$ cat config.mk
export PLATFORM = sky130hd
export DESIGN_NAME = deque_with_delete_by_value
export DESIGN_NICKNAME = d
export VERILOG_FILES = /design/src/dqdel_pkg.sv /design/src/dqdel_datapath.sv /design/src/dqdel_ctrl.sv /design/src/deque_with_delete_by_value.sv
export VERILOG_INCLUDE_DIRS = /design/src /design/src/src
export SDC_FILE = /design/constraint.sdc
export NUM_CORES = 2
export LEC_CHECK = 0
export ABC_AREA = 1
export ABC_CLOCK_PERIOD_IN_PS = 4410
export BUFFER_PORTS_ARGS = -buffer_cell sky130_fd_sc_hd__buf_2
export CAP_MARGIN = 10
export CORE_UTILIZATION = 58
export DETAILED_ROUTE_END_ITERATION = 6
export PLACE_DENSITY_LB_ADDON = 0.25
export SLEW_MARGIN = 20
export SYNTH_ARGS = -nofsm -noshare
export SYNTH_HDL_FRONTEND = slang
export SYNTH_SLANG_ARGS = --single-unit
$ cat constraint.sdc
create_clock -name clk -period 4.41 [get_ports clk]
set_clock_uncertainty 0.05 [all_clocks]
set_input_delay 1.323 -clock clk [delete_from_list [all_inputs] [get_ports clk]]
set_output_delay 1.323 -clock clk [all_outputs]
set_load 0.005 [all_outputs]
$ cat src/assert_macros.svh
// ----------------------------------------------------------------------------
// assert_macros
// Concurrent assertion helpers for the RTL, checked outside reset.
// ----------------------------------------------------------------------------
`ifndef ASSERT_MACROS_SVH
`define ASSERT_MACROS_SVH
// Check a property on every clock edge outside reset.
`define ASSERT_CLK(label, clk, rst_n, prop, msg) \
    label: assert property (@(posedge clk) disable iff (!rst_n) prop) else $error(msg);
// Check an implication on every clock edge outside reset.
`define ASSERT_IMPL(label, clk, rst_n, pre, post, msg) \
    label: assert property (@(posedge clk) disable iff (!rst_n) (pre) |-> (post)) \
        else $error(msg);
`endif

$ cat src/dqdel_pkg.sv
// ----------------------------------------------------------------------------
// dqdel_pkg
// Shared types and codes for the deque with delete by value.
// ----------------------------------------------------------------------------
package dqdel_pkg;
    localparam logic [2:0] FUNC_PUSH_FRONT = 3'd0;
    localparam logic [2:0] FUNC_PUSH_BACK  = 3'd1;
    localparam logic [2:0] FUNC_POP_FRONT  = 3'd2;
    localparam logic [2:0] FUNC_POP_BACK   = 3'd3;
    localparam logic [2:0] FUNC_REMOVE     = 3'd4;

    localparam logic [1:0] ST_OK       = 2'd0;
    localparam logic [1:0] ST_EMPTY    = 2'd1;
    localparam logic [1:0] ST_NOTFOUND = 2'd2;
    localparam logic [1:0] ST_FULL     = 2'd3;

    typedef struct packed {
        logic       exec;
        logic [2:0] func;
    } dqdel_cmd_t;

    typedef struct packed {
        logic empty;
        logic full;
        logic found;
    } dqdel_stat_t;
endpackage

$ cat src/dqdel_datapath.sv
// ----------------------------------------------------------------------------
// dqdel_datapath
// Cell array with parallel compare and shift, entry count and result fields.
// ----------------------------------------------------------------------------
module dqdel_datapath import dqdel_pkg::*; #(
    parameter int CAPACITY = 16
) (
    input  logic               clk,
    input  logic               rst_n,
    input  dqdel_cmd_t         cmd,
    input  logic signed [31:0] item_value,
    output dqdel_stat_t        stat,
    output logic [4:0]         entry_count,
    output logic signed [31:0] front_value,
    output logic signed [31:0] back_value
);
    localparam int CW = $clog2(CAPACITY + 1);

    logic [31:0]   cell_reg [CAPACITY];
    logic [CW-1:0] count_reg, count_next;
    logic [CAPACITY-1:0] hit, before_hit, valid;

    always_comb
    begin
        for (int i = 0; i < CAPACITY; i++)
        begin
            valid[i] = (CW'(i) < count_reg);
            hit[i]   = valid[i] && (cell_reg[i] == item_value);
        end
        // before_hit[i]: some hit at index <= i
        before_hit[0] = hit[0];
        for (int i = 1; i < CAPACITY; i++)
            before_hit[i] = before_hit[i-1] | hit[i];
    end

    assign stat.empty = (count_reg == '0);
    assign stat.full  = (count_reg == CW'(CAPACITY));
    assign stat.found = |hit;

    always_comb
    begin
        count_next = count_reg;
        if (cmd.exec)
        begin
            case (cmd.func) inside
                FUNC_PUSH_FRONT, FUNC_PUSH_BACK:
                    if (!stat.full) count_next = count_reg + 1'b1;
                FUNC_POP_FRONT, FUNC_POP_BACK:
                    if (!stat.empty) count_next = count_reg - 1'b1;
                FUNC_REMOVE:
                    if (stat.found) count_next = count_reg - 1'b1;
                default: count_next = count_reg;
            endcase
        end
    end

    always_ff @(posedge clk or negedge rst_n)
    begin
        if (!rst_n)
            count_reg <= '0;
        else
            count_reg <= count_next;
    end

    always_ff @(posedge clk)
    begin
        if (cmd.exec)
        begin
            case (cmd.func)
                FUNC_PUSH_FRONT:
                    if (!stat.full)
                    begin
                        cell_reg[0] <= item_value;
                        for (int i = 1; i < CAPACITY; i++)
                            cell_reg[i] <= cell_reg[i-1];
                    end
                FUNC_PUSH_BACK:
                    if (!stat.full)
                        cell_reg[count_reg[CW-1:0] < CW'(CAPACITY) ?
                                 count_reg[$clog2(CAPACITY)-1:0] : '0] <= item_value;
                FUNC_POP_FRONT:
                    for (int i = 0; i < CAPACITY - 1; i++)
                        cell_reg[i] <= cell_reg[i+1];
                FUNC_REMOVE:
                    // close the gap from the first hit onward
                    for (int i = 0; i < CAPACITY - 1; i++)
                        if (before_hit[i])
                            cell_reg[i] <= cell_reg[i+1];
                default: ;
            endcase
        end
    end

    logic [$clog2(CAPACITY)-1:0] last_idx;
    assign last_idx    = $clog2(CAPACITY)'(count_reg - 1'b1);
    assign entry_count = 5'(count_reg);
    assign front_value = stat.empty ? 32'sd0 : cell_reg[0];
    assign back_value  = stat.empty ? 32'sd0 : cell_reg[last_idx];
endmodule

$ cat src/dqdel_ctrl.sv
// ----------------------------------------------------------------------------
// dqdel_ctrl
// Controller: takes a request, runs it on the datapath, presents the result.
// ----------------------------------------------------------------------------
module dqdel_ctrl import dqdel_pkg::*; (
    input  logic        clk,
    input  logic        rst_n,
    input  logic        in_valid,
    output logic        in_stall,
    input  logic [2:0]  func,
    input  dqdel_stat_t stat,
    output dqdel_cmd_t  cmd,
    output logic        out_valid,
    input  logic        out_stall,
    output logic [1:0]  status
);
    typedef enum logic [1:0] {
        S_EXEC = 2'b01,
        S_SHOW = 2'b10
    } state_t;

    state_t     state_reg, state_next;
    logic [1:0] status_reg, status_next;

    assign in_stall  = (state_reg != S_EXEC);
    assign cmd.exec  = (state_reg == S_EXEC) && in_valid;
    assign cmd.func  = func;
    assign out_valid = (state_reg == S_SHOW);
    assign status    = status_reg;

    always_comb
    begin
        status_next = status_reg;
        state_next  = state_reg;
        unique case (state_reg)
            S_EXEC:
                if (in_valid)
                begin
                    state_next = S_SHOW;
                    case (func) inside
                        FUNC_PUSH_FRONT, FUNC_PUSH_BACK:
                            status_next = stat.full ? ST_FULL : ST_OK;
                        FUNC_POP_FRONT, FUNC_POP_BACK:
                            status_next = stat.empty ? ST_EMPTY : ST_OK;
                        FUNC_REMOVE:
                            status_next = stat.empty ? ST_EMPTY :
                                          (stat.found ? ST_OK : ST_NOTFOUND);
                        default: status_next = ST_OK;
                    endcase
                end
            S_SHOW:
                if (!out_stall) state_next = S_EXEC;
            default: state_next = S_EXEC;
        endcase
    end

    always_ff @(posedge clk or negedge rst_n)
    begin
        if (!rst_n)
        begin
            state_reg  <= S_EXEC;
            status_reg <= ST_OK;
        end
        else
        begin
            state_reg  <= state_next;
            status_reg <= status_next;
        end
    end
endmodule

$ cat src/deque_with_delete_by_value.sv
// ----------------------------------------------------------------------------
// deque_with_delete_by_value
// Bounded deque of signed values with push/pop at both ends and remove by value.
// ----------------------------------------------------------------------------
// Each request beat executes when it is accepted: all cells compare against the
// value in parallel and shift together. The result beat is held until taken; the
// next request is accepted in the cycle after the result leaves, so no new
// request is taken while a result is still pending.
`include "assert_macros.svh"
module deque_with_delete_by_value import dqdel_pkg::*; #(
    parameter int CAPACITY = 16
) (
    input  logic               clk,
    input  logic               rst_n,
    input  logic               in_valid,
    output logic               in_stall,
    input  logic [2:0]         func,
    input  logic signed [31:0] item_value,
    output logic               out_valid,
    input  logic               out_stall,
    output logic [1:0]         status,
    output logic [4:0]         entry_count,
    output logic signed [31:0] front_value,
    output logic signed [31:0] back_value
);
    dqdel_cmd_t  cmd;
    dqdel_stat_t stat;

    dqdel_ctrl u_ctrl (
        .clk(clk), .rst_n(rst_n), .in_valid(in_valid), .in_stall(in_stall),
        .func(func), .stat(stat), .cmd(cmd), .out_valid(out_valid),
        .out_stall(out_stall), .status(status)
    );

    dqdel_datapath #(.CAPACITY(CAPACITY)) u_dp (
        .clk(clk), .rst_n(rst_n), .cmd(cmd), .item_value(item_value),
        .stat(stat), .entry_count(entry_count),
        .front_value(front_value), .back_value(back_value)
    );

    `ASSERT_IMPL(a_no_accept_while_out, clk, rst_n, out_valid, in_stall,
                 "accept during result")
    `ASSERT_IMPL(a_empty_zero, clk, rst_n, out_valid && entry_count == 5'd0,
                 front_value == 32'sd0 && back_value == 32'sd0,
                 "empty list shows nonzero")
    `ASSERT_IMPL(a_full_keeps, clk, rst_n, out_valid && status == ST_FULL,
                 entry_count == 5'(CAPACITY), "full status with room")
endmodule
==> results.cfg <==
[timing]
hold_viol_final = 0
worst_slack_ps = -123
finalSetupViolCount = 26
rsz0062_at_grt = true
max_freq_mhz = 221
slew_viol_final = 0
slew_headroom_pct = 20.3
period_share_pct = 103
whs_ps = 467
setup-tns-final_ps = -1630
max_slew.worst_pin.slew_ps = 1190
min_period_ps = 4530

[clock_tree]
cts_tree = yes
cts_buffers = 59
ctsHtreeMaxLevel = 2
clk_latency_ps = 670
clkTransAtPathRegs_ps = 60
clockBufferDepth = 3
cts_root_buf = clkbuf_16
numClockSinks = 521

[logic_synthesis]
synth_top_flop_cell = edfxtp_1
synth_warnings = 0
synth_area_leaders = edfxtp_1 (38%), nand2_1 (12%), o21ai_0 (8.6%)
synth_top_area_share_pct = 37.8
synth_edf_count = 512
netlist_area_um2 = 40700
synth_cells = 5595
ys_ff_latch = 521
ys_seq_area_share_pct = 38.3
synth_async_sr_flop_share_pct = 1.73
synth_nets = 5638
yosys.area.top_type = edfxtp_1
avgSynthCellArea_um2 = 7.27
synth.distinct_cells = 51

[setup_path]
crit_required_ps = 3040
timing_worst_setup_path_type = reg2out
slowest_stage = dfrtp_4
path_cells = inv_6 -> ha_4 -> buf_12 -> buf_4 -> buf_12 -> a21oi_1 -> o21ai_0 -> nand3_1 -> a311oi_2 -> buf_4 -> buf_2
cp-end-kind = output port
critPathMaxStageDelay_ps = 490
start_kind = flop
cp_top_family = buffers and inverters
cp.arrival_ps = 3160
path_buf_inv = 6
crit_fanout = 8

[cells_and_area]
syn2layout_area_growth_pct = 15.3
final_cell_area_um2 = 46900
drive_gt1_share_pct = 11.8
largest_reg_flops = 512
final_cells = 6654
nNetsFinal = 5706

[drt]
via_per_inst = 6.89
drc_errors = 0
vias = 45800
dr.pass1.iters = 7
wl_per_cell_um = 29.9
wirelength_um = 199000
drt_iter0_markers = 9009
antenna_left = 0

[global_route]
grt_pass1_vias = 41500
grt_antenna_before_repair = 14
grt_overflow = 0
grt_max_degree = 147
grt_pass1_wl_um = 281000
grtUsageTotal_pct = 54.4

[die]
fp.dieW_um = 267
dieArea_um2 = 71200
num_rows = 96
floorplan.initialDensity_pct = 58.9
die_h_um = 267
ios = 112
core_area_um2 = 69100

[placed_design]
placed_area_um2 = 43800
hpwl_um = 144000
portBuffers = 111
place.gp.congestion = 1.19
dp.cells = 6511
dpl_worst_slack_ps = 33.6

[power]
pwr-share-clk_pct = 20.0
p_comb_share_pct = 56.8
p_leak_uw = 0.0190
p_seq_share_pct = 23.3
irDropWorstVdd_uv = 929
powerDensity_nw_per_um2 = 563
internal_power_uw = 13700
switching_share_pct = 48.2
switching_power_uw = 12700

[job]
maxCapViolCount = 0

[status]
status = finished, violations left
violations = setup timing

[worst_hold_path]
min_path_type = in2async
repair_timing:
item | CTS | global route
hold buffers | 0 | 0
endpoints found under the setup margin | 32 | 81
gates cloned | 7 | 7
resized for setup | 67 | 64
pin swaps | 6 | 15
hold endpoints to repair | 0 | 0
buffers inserted | 2 | 6
path summary, 6_finish.rpt:
path | from | endpoint | slack, ps | cells past startpoint
max | u_dp.entry_count[0] | back_value[1] | -120 | 11
min | rst_n | u_ctrl.status[0] | 470 | 1
max reg2reg | u_dp.entry_count[0] | u_dp.cell_reg[9][5] | 290 | 17
min reg2reg | u_ctrl.status[1] | u_ctrl.status[1] | 520 | 2
max in group asynchronous | rst_n | u_ctrl.state_reg[0] | 3590 | 1
min in group clk | u_ctrl.status[1] | u_ctrl.status[1] | 520 | 2
final cells by class:
type / instances / area, µm²
well taps: 931 / 1160
repair inverters: 1 / 8.76
clock buffers: 65 / 1500
diodes: 9 / 22.5
flip-flops and latches: 521 / 15600
inverters: 558 / 2140
repair buffers: 445 / 4120
multi-input cells: 4077 / 21900
clock inverters: 47 / 462
fillers: 5776 / 22200
through the flow:
step,utilization [%],total power (µW)
after CTS,67.0,23800
after detailed placement,63.4,17100
after floorplan,-,12200
after global routing,67.9,26800
final,67.9,26400
after global placement,63.4,17000
Yosys cell counts, drive strengths merged, types with 14 or more instances:
| master | count |
|---|---|
| nor2 | 262 |
| inv | 555 |
| a21oi | 286 |
| buf | 156 |
| a311oi | 33 |
| clkbuf | 283 |
| o22ai | 36 |
| nand2 | 1311 |
| xnor2 | 244 |
| nor3b | 15 |
| xor2 | 75 |
| o211ai | 262 |
| o2111ai | 17 |
| a31oi | 32 |
| nor4 | 30 |
| edfxtp | 512 |
| o21ai | 732 |
| nand3 | 423 |
| or2 | 14 |
| nand3b | 45 |
| nor3 | 81 |
| nand4 | 145 |
cell usage in the layout (no fill, tap or decap), drive strengths merged, types with 30 or more instances in the layout:
master and count:
nand2 1311, o21ai 732, inv 559, edfxtp 512, buf 437, nand3 423, a21oi 286, o211ai 262
nor2 262, xnor2 244, nand4 145, nor3 81, xor2 75, clkbuf 71, nand3b 45, o22ai 36
clkinv 36, a311oi 33, a31oi 32, nor4 30
cell families after synthesis:
family | synth area share [%]
AOI/OAI and AO/OA | 19.7
xor gates and xnor gates | 6.87
adders and majority gates | 0.123
buffers and inverters | 9.71
DFF | 38.3
and+or+nand+nor | 25.2
layer usage:
| layer | vias up | global-route usage, % | part of all wire, % |
|---|---|---|---|
| met4 | 10 | 49.8 | 12 |
| met3 | 1217 | 17.1 | 15 |
| met1 | 20600 | 64.0 | 32 |
| met5 | - | 0 | 0.033 |
| li1 | 19400 | - | - |
| met2 | 4543 | 79.2 | 41 |
power groups by stage:
stage               logic [µW]  clock network, µW  registers [µW]
finish                   15000               5270            6150
global route             15200               5370            6160
CTS                      12500               5200            6120
detailed placement       10900                  0            6220
global placement         10800                  0            6210
floorplan                 6050                  0            6130
(Power assumes the default switching activity.)
